File: src/rtl/core/assert_macros.svh
// assertion helpers used by prime_sieve_table
// clocked on clk_i and disabled while rst_ni is low
`ifndef ASSERT_MACROS_SVH
`define ASSERT_MACROS_SVH

`ifndef ASSERT_OFF

`define ASSERT_PROP(name, prop) \
  name: assert property (@(posedge clk_i) disable iff (!rst_ni) prop) \
    else $error("%m: property failed");

`define ASSERT_NEVER(name, cond) \
  name: assert property (@(posedge clk_i) disable iff (!rst_ni) !(cond)) \
    else $error("%m: forbidden condition seen");

`else

`define ASSERT_PROP(name, prop)

`define ASSERT_NEVER(name, cond)

`endif

`endif

File: src/rtl/core/pst_pkg.sv
`timescale 1ns / 1ps
// ----------------------------------------------------------------------------
// pst_pkg
// Types and constants shared by the prime sieve table front, queue and engine.
// ----------------------------------------------------------------------------
package pst_pkg;

  localparam int unsigned LimW       = 16; // width of limits and query numbers
  localparam int unsigned NumW       = 17; // sieve counters, room for lim + p
  localparam int unsigned RootW      = 9;  // base prime, reaches at most 256
  localparam int unsigned QueueDepth = 4;  // power of two

  localparam logic ReqBuild = 1'b0;
  localparam logic ReqQuery = 1'b1;

  localparam logic [LimW-1:0] LimitReset = 16'd1023;

  typedef enum logic [1:0] {
    StatOk       = 2'd0,
    StatRange    = 2'd1,
    StatNotBuilt = 2'd2
  } status_e;

  typedef enum logic [2:0] {
    SvIdle,
    SvFill,
    SvCheck,
    SvProbe,
    SvMark,
    SvDone
  } sieve_state_e;

  typedef struct packed {
    logic            is_query;
    logic [LimW-1:0] value;
  } cmd_t;

  typedef struct packed {
    logic            busy;
    logic            table_valid;
    logic [LimW-1:0] built_limit;
  } eng_status_t;

endpackage

File: src/rtl/core/pst_front.sv
`timescale 1ns / 1ps
// ----------------------------------------------------------------------------
// pst_front
// Input stage: registers each request and decodes it into a command.
// ----------------------------------------------------------------------------
module pst_front (
  input  logic                      clk_i,
  input  logic                      rst_ni,
  input  logic                      in_valid_i,
  output logic                      in_ready_o,
  input  logic                      in_type_i,
  input  logic [pst_pkg::LimW-1:0]  in_value_i,
  output logic                      cmd_valid_o,
  input  logic                      cmd_ready_i,
  output pst_pkg::cmd_t             cmd_o
);

  logic          valid_q, valid_d;
  pst_pkg::cmd_t cmd_q, cmd_d;
  logic          take;

  assign in_ready_o  = !valid_q || cmd_ready_i;
  assign take        = in_valid_i && in_ready_o;
  assign cmd_valid_o = valid_q;
  assign cmd_o       = cmd_q;

  always_comb begin
    valid_d = valid_q;
    if (take) begin
      valid_d = 1'b1;
    end else if (cmd_ready_i) begin
      valid_d = 1'b0;
    end
  end

  // build requests carry no number
  always_comb begin
    cmd_d.is_query = (in_type_i == pst_pkg::ReqQuery);
    cmd_d.value    = cmd_d.is_query ? in_value_i : '0;
  end

  always_ff @(posedge clk_i or negedge rst_ni) begin
    if (!rst_ni) begin
      valid_q <= 1'b0;
    end else begin
      valid_q <= valid_d;
    end
  end

  always_ff @(posedge clk_i) begin
    if (take) begin
      cmd_q <= cmd_d;
    end
  end

endmodule

File: config.mk
export PLATFORM = sky130hd
export DESIGN_NAME = pst_front
export DESIGN_NICKNAME = d
export VERILOG_FILES = /design/src/rtl/core/assert_macros.svh /design/src/rtl/core/pst_pkg.sv /design/src/rtl/core/pst_front.sv
export SDC_FILE = /design/constraint.sdc
export NUM_CORES = 1
export LEC_CHECK = 0
export ABC_AREA = 0
export BUFFER_PORTS_ARGS = -buffer_cell sky130_fd_sc_hd__buf_2
export CAP_MARGIN = 20
export CELL_PAD_IN_SITES_DETAIL_PLACEMENT = 1
export CELL_PAD_IN_SITES_GLOBAL_PLACEMENT = 1
export CORE_MARGIN = 2
export CORE_UTILIZATION = 29
export CTS_CLUSTER_DIAMETER = 60
export DETAILED_ROUTE_END_ITERATION = 16
export GPL_TIMING_DRIVEN = 1
export PLACE_DENSITY = 0.74
export REMOVE_ABC_BUFFERS = 1
export SETUP_SLACK_MARGIN = 0.3
export SLEW_MARGIN = 20
export SYNTH_ARGS = -nofsm -noshare
export SYNTH_HDL_FRONTEND = slang
export SYNTH_SLANG_ARGS = --single-unit
File: constraint.sdc
create_clock -name clk_i -period 1.4 [get_ports clk_i]
set_clock_uncertainty 0.2 [all_clocks]
set_input_delay 0 -clock clk_i [delete_from_list [all_inputs] [get_ports clk_i]]
set_output_delay 0 -clock clk_i [all_outputs]
set_load 0.02 [all_outputs]
# After elaboration in Yosys (flattened, before gate mapping)
# Cells that the tools add are included.
# Widths: inputs -> output; s select.
# classes
n_addsub	0
multipliers	0
div	0
order_cmp	0
n_eq_ne	0
shifts	0
muxes	2
bitwise_logic	0
n_reduce_logical	4
# op_table
operator	n
$mux 1	2
$reduce_bool 2->1	1
$logic_and 1x1->1	1
$logic_not 1->1	1
$logic_or 1x1->1	1
# totals
regBits	18
latchBits	0
ramBits	0
mem_bits_ro	0
input_bits	21
wordCells	9
mem_count	0

# Logic depth before layout (Yosys ltp)
# depth
depth_word	4
ltp_mapped	2
depth_no_buf	2

# Worst setup path after synthesis
# No wires, ideal clock.
# synth_path
path_type	register to register
from	register valid_q (netlist: cmd_valid_o)
to	register cmd_q (netlist bit cmd_o[0]) (enable)
setup_time_ns	0.375
arrival_time_ns	1.090
t_required_ns	0.825
path_slack_ns	-0.265
stages_incl_launch_ff	3
n_path_buf	0
synth_period_minus_slack_ns	1.665
cell_sequence	dfrtp_1 -> nand2b_4 -> and2_1
# synth_via
elab_chain_len	3
# synth_lines
element	line	text
start, declared	pst_front.sv:18	logic valid_q, valid_d;
start signal, assigned	pst_front.sv:46	valid_q <= valid_d;
$logic_not 1->1	pst_front.sv:22	assign in_ready_o = !valid_q || cmd_ready_i;
$logic_or 1x1->1	pst_front.sv:22	
via in_ready_o	pst_front.sv:10	output logic in_ready_o,
$logic_and 1x1->1	pst_front.sv:23	assign take = in_valid_i && in_ready_o;
via take	pst_front.sv:20	logic take;
end signal, assigned	pst_front.sv:52	cmd_q <= cmd_d;
end, declared	pst_front.sv:19	pst_pkg::cmd_t cmd_q, cmd_d;
# The timed path passes the listed nets, and every way through them passes these cells.
# A chain may end at the register's enable or synchronous reset.

# Worst setup path after layout
# layout_path
from	register valid_q (netlist: cmd_valid_o)
to	register cmd_q (netlist bit cmd_o[15]) (enable)
# layout_via
elab_chain_len	3
# layout_lines
element	line
$logic_not 1->1	pst_front.sv:22
$logic_or 1x1->1	pst_front.sv:22
$logic_and 1x1->1	pst_front.sv:23
via take	pst_front.sv:20
# The timed path passes the listed nets, and every way through them passes these cells.

==> impl_metrics.toml <==
[status]
status = "finished, violations left"
violations = "negative hold slack"

[pwr]
peakVddDrop_mv = 0.546
internal_power_w = 0.000860
p_comb_share_pct = 20.1
p_sw_w = 0.000261
power_density_mw_per_mm2 = 921
seqPwrFrac_pct = 56.8
clkPwrFrac_pct = 23.1
p_leak_nw = 0.540
p_sw_share_pct = 23.3

[die]
ios = 40
rows = 17
die-area_mm2 = 0.00278
fp.dieW_um = 52.8
start_util_pct = 30.9
die_h_um = 52.8
core_area_mm2 = 0.00223

[setup_path]
cp-start-kind = "flip-flop"
worstPathRequired_ps = 1210
max_stage_delay_ps = 420
critical_path_class = "reg2reg"
cp_cell_sequence = "nand2b_4 -> and2_4 -> buf_6"
end_kind = "flip-flop"
cp_max_fo = 8
worst_ep_arrival_time_ps = 1080
slowest_stage = "dfrtp_1"

[flow_run]
cap_violations = 0

[layout]
final_net_count = 128
area_growth_pct = 76.6
num-fill-cells = 236
finalNonFillerCells = 134
diodes = 0
drive_above_1_share_pct = 59.4

[sta]
timing.fmax_ghz = 0.786
hold_violations = 1
setup_violations = 0
final.setup.tns_ps = 0
min_period_ps = 1270
drv_slew = 0
fin_hold_ws_ps = -6.72
tightest_slew_ps = 131
grt_setup_unrepaired = "yes"
relSlewSlack_pct = 91.3
min_period_over_period_pct = 90.9

[route]
wirelength_mm = 1.99
vias = 553
ant_nets = 0
post_drt_via_cell_ratio = 4.13
wl_per_cell_um = 14.8
drt-pass1-iter-count = 3
route.detailed.drc = 0
first_iter_violations = 6

[grt]
use_met3_pct = 7.43
grt_pass1_wl_mm = 3.04
grt_use_total_pct = 16.7
first_global_vias = 618
grtUsageMet1_pct = 18.6
grt_use_met2_pct = 26.3
busiest_layer = "met2"
grt_max_degree = 18
grt_overflow = 0
antenna_found_initial = 0

[synth]
syn_area_per_cell_um2 = 18.1
synth_cell_type_count = 7
synth-seq-cells = 18
syn_area_um2 = 689
yosysSeqAreaShare_pct = 77.7
netlist_instances = 38
ys.warnings.count = 0

[clock_tree]
clk_path_buf_depth = 2
worstSkewPairLatency_ps = 280
cts_made_buffers = 3
h-tree-depth = 1
clock-root-buffer = "clkbuf_4"
tritoncts = "built"
clk_pin_slew_worst_paths_ps = 90
cts_sinks = 18

[hold_path]
hold_class = "in2reg"

[placement]
dp.cells = 106
io_buffers = 39
hpwl_um = 995
gp_congestion = 0.618
## layer usage
metal / vias up / routed length [µm]
li1: 266 / -
met5: - / 0
met1: 254 / 839
met2: 29 / 929
met3: 4 / 176
met4: 0 / 43
## timing repair
item                                   4_1_cts  5_1_grt
setup endpoints to repair                   18       28
pin swaps                                    1        0
setup buffers                                3        0
hold buffers                                20        0
cloned                                       1        0
gates resized for setup                      6        8
endpoints found under the hold margin       24        0
## worst max-delay path, delay by kind of cell, from the launching register on
| kind | cells | cell delay, ps |
|---|---|---|
| and+or+nand+nor | 2 | 240 |
| buffers and inverters | 1 | 140 |
| DFF | 1 | 420 |
## layout by cell type (no fill, tap or decap)
| cell type | synthesis | routed |
|---|---|---|
| edfxtp_1 | 17 | 17 |
| and2_2 | 13 | 13 |
| and2_4 | 0 | 1 |
| buf_2 | 0 | 34 |
| and2_1 | 4 | 3 |
| clkbuf_1 | 0 | 1 |
| dlygate4sd3_1 | 0 | 20 |
| buf_4 | 0 | 5 |
| clkbuf_4 | 0 | 3 |
| nand2b_1 | 1 | 1 |
| nand2b_4 | 1 | 1 |
| dfrtp_1 | 1 | 1 |
| buf_6 | 1 | 6 |
## sequential cells by signal, summed over array words and instances, names as in the netlist
name	flops
cmd_valid_o	1
cmd_o	17
## power by group through the flow
stage	sequential [W]	clock (W)	combinational (W)
floorplan	0.000688	0	0.0000364
global placement	0.000648	0	0.000145
detailed placement	0.000647	0	0.000150
CTS	0.000635	0.000274	0.000211
global route	0.000639	0.000291	0.000240
finish	0.000636	0.000259	0.000225
## layout make-up
| cell class | instances | area, µm² | area share [%] |
|---|---|---|---|
| repair buffers | 65 | 475 | 39.1 |
| flip-flops and latches | 18 | 536 | 44.0 |
| multi-input cells | 19 | 145 | 11.9 |
| well taps | 28 | 35.0 | 2.88 |
| clock buffers | 4 | 26.3 | 2.16 |
## cells by family after synthesis
logic type	share of synthesized area, %
buffers and inverters	1.63
flip-flops	77.7
AND/OR/NAND/NOR	20.7
## stage by stage
stage               area (µm²)  hold WS [ps]  worst slack (ps)  total power (W)  utilization (%)
floorplan                  678          -496              -265         0.000724                -
global placement           923          -425               134         0.000793             41.3
detailed placement         923          -422              94.9         0.000797             41.3
CTS                       1200         -37.1               140          0.00112             53.6
global route              1220          22.5              96.2          0.00117             54.5
finish                    1220         -6.72               127          0.00112             54.5
## path summary, 6_finish.rpt
kind	start	endpoint	slack (ps)	cells after the start
min	cmd_ready_i	cmd_valid_o	-7	5
min reg2reg	cmd_valid_o	cmd_valid_o	590	4
min in group asynchronous	rst_ni	cmd_valid_o	340	3
max in group asynchronous	rst_ni	cmd_valid_o	560	3
max	cmd_valid_o	cmd_o[15]	130	3
max reg2reg	cmd_valid_o	cmd_o[15]	130	3
## Yosys cell counts
| master | count | area [µm²] |
|---|---|---|
| and2_1 | 4 | 25.0 |
| nand2b_1 | 1 | 6.26 |
| nand2b_4 | 1 | 13.8 |
| and2_2 | 13 | 97.6 |
| edfxtp_1 | 17 | 510 |
| buf_6 | 1 | 11.3 |
| dfrtp_1 | 1 | 25.0 |
Note: power is estimated with default switching activity, not from simulation.
