### config.mk
export PLATFORM = sky130hd
export DESIGN_NAME = pst_fifo
export DESIGN_NICKNAME = d
export VERILOG_FILES = /design/src/rtl/core/assert_macros.svh /design/src/rtl/core/pst_pkg.sv /design/src/rtl/core/pst_fifo.sv
export SDC_FILE = /design/constraint.sdc
export NUM_CORES = 1
export LEC_CHECK = 0
export ABC_AREA = 1
export BUFFER_PORTS_ARGS = -buffer_cell sky130_fd_sc_hd__buf_2
export CORE_MARGIN = 8
export CORE_UTILIZATION = 57
export DETAILED_ROUTE_END_ITERATION = 10
export HOLD_SLACK_MARGIN = 0.05
export PLACE_DENSITY = 0.79
export SLEW_MARGIN = 20
export SYNTH_ARGS = -nofsm -noshare
export SYNTH_HDL_FRONTEND = slang
export SYNTH_SLANG_ARGS = --single-unit
### constraint.sdc
create_clock -name clk_i -period 2.6 [get_ports clk_i]
set_clock_uncertainty 0.1 [all_clocks]
set_input_delay 0.39 -clock clk_i [delete_from_list [all_inputs] [get_ports clk_i]]
set_output_delay 0.39 -clock clk_i [all_outputs]
set_load 0.05 [all_outputs]
### src/rtl/core/assert_macros.svh
// assertion helpers used by prime_sieve_table
// clocked on clk_i and disabled while rst_ni is low
`ifndef ASSERT_MACROS_SVH
`define ASSERT_MACROS_SVH

`ifndef ASSERT_OFF

`define ASSERT_PROP(name, prop) \
  name: assert property (@(posedge clk_i) disable iff (!rst_ni) prop) \
    else $error("%m: property failed");

`define ASSERT_NEVER(name, cond) \
  name: assert property (@(posedge clk_i) disable iff (!rst_ni) !(cond)) \
    else $error("%m: forbidden condition seen");

`else

`define ASSERT_PROP(name, prop)

`define ASSERT_NEVER(name, cond)

`endif

`endif

### src/rtl/core/pst_pkg.sv
`timescale 1ns / 1ps
// ----------------------------------------------------------------------------
// pst_pkg
// Types and constants shared by the prime sieve table front, queue and engine.
// ----------------------------------------------------------------------------
package pst_pkg;

  localparam int unsigned LimW       = 16; // width of limits and query numbers
  localparam int unsigned NumW       = 17; // sieve counters, room for lim + p
  localparam int unsigned RootW      = 9;  // base prime, reaches at most 256
  localparam int unsigned QueueDepth = 4;  // power of two

  localparam logic ReqBuild = 1'b0;
  localparam logic ReqQuery = 1'b1;

  localparam logic [LimW-1:0] LimitReset = 16'd1023;

  typedef enum logic [1:0] {
    StatOk       = 2'd0,
    StatRange    = 2'd1,
    StatNotBuilt = 2'd2
  } status_e;

  typedef enum logic [2:0] {
    SvIdle,
    SvFill,
    SvCheck,
    SvProbe,
    SvMark,
    SvDone
  } sieve_state_e;

  typedef struct packed {
    logic            is_query;
    logic [LimW-1:0] value;
  } cmd_t;

  typedef struct packed {
    logic            busy;
    logic            table_valid;
    logic [LimW-1:0] built_limit;
  } eng_status_t;

endpackage

### src/rtl/core/pst_fifo.sv
`timescale 1ns / 1ps
// ----------------------------------------------------------------------------
// pst_fifo
// Short command queue between the input stage and the sieve engine.
// ----------------------------------------------------------------------------
module pst_fifo (
  input  logic          clk_i,
  input  logic          rst_ni,
  input  logic          push_valid_i,
  output logic          push_ready_o,
  input  pst_pkg::cmd_t push_data_i,
  output logic          pop_valid_o,
  input  logic          pop_ready_i,
  output pst_pkg::cmd_t pop_data_o
);

  localparam int unsigned PtrW = $clog2(pst_pkg::QueueDepth);

  pst_pkg::cmd_t   entry_q [pst_pkg::QueueDepth];
  logic [PtrW-1:0] wr_ptr_q, wr_ptr_d;
  logic [PtrW-1:0] rd_ptr_q, rd_ptr_d;
  logic [PtrW:0]   count_q, count_d;
  logic            push, pop;

  assign push_ready_o = (count_q != (PtrW+1)'(pst_pkg::QueueDepth));
  assign pop_valid_o  = (count_q != '0);
  assign pop_data_o   = entry_q[rd_ptr_q];
  assign push         = push_valid_i && push_ready_o;
  assign pop          = pop_valid_o && pop_ready_i;

  always_comb begin
    wr_ptr_d = push ? wr_ptr_q + 1'b1 : wr_ptr_q;
    rd_ptr_d = pop ? rd_ptr_q + 1'b1 : rd_ptr_q;
    count_d  = count_q;
    if (push && !pop) begin
      count_d = count_q + 1'b1;
    end else if (pop && !push) begin
      count_d = count_q - 1'b1;
    end
  end

  always_ff @(posedge clk_i or negedge rst_ni) begin
    if (!rst_ni) begin
      wr_ptr_q <= '0;
      rd_ptr_q <= '0;
      count_q  <= '0;
    end else begin
      wr_ptr_q <= wr_ptr_d;
      rd_ptr_q <= rd_ptr_d;
      count_q  <= count_d;
    end
  end

  always_ff @(posedge clk_i) begin
    if (push) begin
      entry_q[wr_ptr_q] <= push_data_i;
    end
  end

endmodule

After elaboration in Yosys (flattened, before gate mapping)
Memories as Yosys holds them, arrays and structs flattened.
Index checks and enable logic that the tools add are counted.
{"block": "word_totals", "n_memories": 1, "ff_bits": 7, "wordCells": 21, "in_bits": 21, "ram_bits": 68}
{"block": "classes", "muxes": 4, "reduce_logical": 8, "eq_ne": 1, "addsub": 4}
{"name": "entry_q", "depth": 4, "width": 17, "read_ports": 1, "rd_ports_with_merged_regs": 0, "wr": 1, "line_no": "pst_fifo.sv:19", "source": "pst_pkg::cmd_t entry_q [pst_pkg::QueueDepth];"}
{"cell": "$mux W3", "n": 2}
{"cell": "$add A2 B1 Y2 const B", "n": 2}
{"cell": "$logic_and A1 B1 Y1", "n": 4}
{"cell": "$add A3 B1 Y3 const B", "n": 1}
{"cell": "$ne A3 B3 Y1 const B", "n": 1}
{"cell": "$reduce_bool A3 Y1", "n": 1}
{"cell": "$sub A3 B1 Y3 const B", "n": 1}
{"cell": "$logic_not A1 Y1", "n": 2}
{"cell": "$mux W1", "n": 2}
{"cell": "$reduce_bool A2 Y1", "n": 1}

Longest topological paths before layout
{"block": "depth", "depth_word": 6, "depth_mapped": 12}

Worst setup path before layout
Ideal clock, no wire load.
{"block": "synth_timing", "kind": "register to register", "start": "register count_q[0]", "end": "memory entry_q[0][0] in the netlist's numbering (enable)", "stages_incl_launch_ff": 5, "setup_slack_ps": 162, "setup_time_ps": 391, "required_ps": 2109, "synth_period_minus_slack_ps": 2438, "arrival_time_ps": 1947, "path_buffers": 0, "cell_sequence": "dfrtp_1 inv_2 nand3_1 nand2_1 nor2_1"}
{"block": "synth_via", "elab_chain_cells": 4}
{"item": "start, declared", "line_no": "pst_fifo.sv:22", "source": "logic [PtrW:0] count_q, count_d;"}
{"item": "start signal, assigned", "line_no": "pst_fifo.sv:50", "source": "count_q <= count_d;"}
{"item": "$ne A3 B3 Y1", "line_no": "pst_fifo.sv:25", "source": "assign push_ready_o = (count_q != (PtrW+1)'(pst_pkg::QueueDepth));"}
{"item": "named net push_ready_o", "line_no": "pst_fifo.sv:10", "source": "output logic push_ready_o,"}
{"item": "$logic_and A1 B1 Y1", "line_no": "pst_fifo.sv:28", "source": "assign push = push_valid_i && push_ready_o;"}
{"item": "$mux W1", "line_no": "pst_fifo.sv:55", "source": "if (push) begin"}
{"item": "$mux W1 (implied by the code)", "line_no": "pst_fifo.sv:56", "source": "entry_q[wr_ptr_q] <= push_data_i;"}
{"item": "end, declared", "line_no": "pst_fifo.sv:19"}
The timed path passes the listed nets, and every way through them passes these cells.

==> run_results.csv <==
group,metric,value,unit
final_layout,fillers,406,
sta,setup_viol,0,
routing,drcViolationCount,0,
global_routing,grtUsageTotal,0.147,
global_routing,grt_pass1_wl,9350,um
sta,period_share,0.846,
global_routing,antenna_found_initial,0,
critical_path,cp_max_fo,39,
flow_run,cap_violations,0,
clock_network,cts.reportedPaths.clkPinSlew,0.07,ns
final_layout,drive_gt1_frac,0.252,
logic_synthesis,ys_warn_count,0,
worst_hold_path,hp-class,"input pin to flip-flop",
sta,relSlewSlack,0.677,
sta,worst_slew_pin_slew,0.484,ns
sta,max_freq,0.455,GHz
logic_synthesis,synth_ff_type,"edfxtp_1",
routing,drtIter0Drc,131,
floorplan,die_w,90.8,um
status,status,"finished, final reports clean",
final_layout,multiInputGateArea,718,sq um
floorplan,dieArea,8250,sq um
final_layout,fin_util,0.674,
final_layout,n_antenna_cell,0,
clock_network,clock_latency,0.34,ns
floorplan,ios,40,
clock_network,clk_path_buf_depth,2,
logic_synthesis,syn_nets,284,
pwr,power_density,1300,nW/um^2
logic_synthesis,synth_largest_area_cell,"edfxtp_1",
logic_synthesis,syn_area,3190,sq um
placement,gp_congestion,0.763,
floorplan,num_rows,27,
critical_path,crit_required,2.11,ns
pwr,leakage,1.58,nW
clock_network,cts_buffers,9,
logic_synthesis,synth_cell_types,19,
logic_synthesis,synth-seq-cells,75,
global_routing,grt_max_degree,40,
critical_path,end_kind,"output port",
routing,dr.pass1.iters,4,
pwr,ir_drop,656,uV
sta,rsz0062_at_grt,"false",
logic_synthesis,yosys-top-cells-count,"edfxtp_1, nand2_1, inv_1",
routing,ant_nets,0,
logic_synthesis,avgSynthCellArea,12.4,sq um
placement,place.port_buffers,39,
routing,vias,1940,
routing,routedWlPerCell,14.8,um
logic_synthesis,synth_top_cells_by_area,"edfxtp_1, nand2_1, o211ai_1",
clock_network,cts_tree,"built",
floorplan,initial_core_util,0.583,
critical_path,critPathArrivalTime,1.71,ns
logic_synthesis,synth-seq-area-share,0.695,
logic_synthesis,synth_edf_count,68,
logic_synthesis,postSynthCellCount,257,
sta,hold_violations,0,
clock_network,cts.sinks,75,
sta,fin_crit,2.20,ns
clock_network,h-tree-depth,3,
final_layout,syn2layout_area_growth,15.7,%
global_routing,overflow,0,
sta,timing.final.max_slew_violations,0,
routing,wl,5650,um
final_layout,regArea,2220,sq um
final_layout,final_nets,332,
critical_path,criticalPathCategory,"flip-flop to output port",
sta,setup-tns-final,0,ns
global_routing,first_global_vias,2003,
placement,place_hpwl,3750,um
logic_synthesis,synth-async-reset-ratio,0.0933,
routing,vias_per_cell,5.09,
floorplan,core_area,5470,sq um
logic_synthesis,synth_top_area_frac,0.640,
floorplan,die_y,90.8,um
critical_path,startpoint_type,"flip-flop",
clock_network,cts_root_buf,"clkbuf_8",
per-layer routing:
metal | wire, um | GRT usage | up-vias
met4 | 124 | 0.0941 | 0
met1 | 2490 | 0.176 | 904
met5 | 0 | 0 | -
met3 | 322 | 0.0466 | 11
met2 | 2720 | 0.224 | 59
li1 | - | - | 966
logic make-up after synthesis:
| family | count (synthesis) | share of synthesized area |
|---|---|---|
| AOI/OAI and AO/OA | 35 | 0.0957 |
| xor gates and xnor gates | 1 | 0.00275 |
| adders and majority gates | 6 | 0.0259 |
| buffers and inverters | 60 | 0.0831 |
| DFF | 75 | 0.695 |
| and+or+nand+nor | 80 | 0.0976 |
final cells by class:
cell class,count,area share
repair buffers,47,0.0732
clock buffers,9,0.0336
inverters,50,0.0515
multi-input cells,122,0.195
clock inverters,6,0.0220
flip-flops and latches,75,0.601
well taps,72,0.0244
worst max-delay path, cell delays in order, from the launching register on:
cell	delay (ns)
dfrtp_1	0.41
inv_2	0.06
buf_4	0.36
nand2_1	0.12
o211ai_1	0.12
nand2_1	0.06
buf_2	0.21
power breakdown:
group	leakage [nW]	total (mW)	switching, mW	internal (mW)
sequential	0.707	1.73	0.126	1.60
clock	0.103	0.922	0.395	0.528
combinational	0.774	2.14	1.60	0.541
state kept, by name, summed over array words and instances, names as in the netlist:
name      count
rd_ptr_q      2
wr_ptr_q      2
count_q       3
entry_q      68
path summary, 6_finish.rpt:
kind / from / to / slack [ns] / cells past startpoint
min in group asynchronous: rst_ni / wr_ptr_q[1] / 0.31 / 2
setup / recovery: rd_ptr_q[0] / pop_data_o[6] / 0.40 / 6
setup reg to reg: count_q[0] / count_q[1] / 0.50 / 9
hold / removal: push_data_i[6] / entry_q[2][6] / 0.16 / 1
max in group asynchronous: rst_ni / rd_ptr_q[0] / 1.93 / 2
hold reg to reg: count_q[2] / count_q[2] / 0.43 / 2
repair_timing:
item                      in CTS  in global routing
hold buffers                   1                  0
hold endpoints to repair       7                  0
gates resized for setup        0                  0
buffers inserted               0                  0
through the flow:
stage / instance area (sq um) / hold slack, ns / setup slack (ns) / power, mW / std cells
finish: 3690 / 0.157 / 0.401 / 4.79 / 381
global route: 3690 / 0.139 / 0.287 / 5.06 / 381
CTS: 3690 / 0.138 / 0.371 / 4.83 / 381
detailed placement: 3480 / 0.139 / 0.531 / 3.91 / 365
global placement: 3480 / 0.137 / 0.626 / 3.85 / 365
floorplan: 3190 / -0.00559 / 0.162 / 3.44 / 257
placed cells by master, fill, tap and decap left out, types with 4 or more instances in the layout:
cell / n
o211ai_1: 25
clkbuf_8: 9
buf_2: 39
inv_2: 4
o211ai_2: 9
ha_1: 5
nand2_1: 68
inv_1: 45
edfxtp_1: 68
nor2_2: 4
buf_4: 6
dfrtp_1: 7
nand3_1: 7
Power figures use the tool's default switching activity.
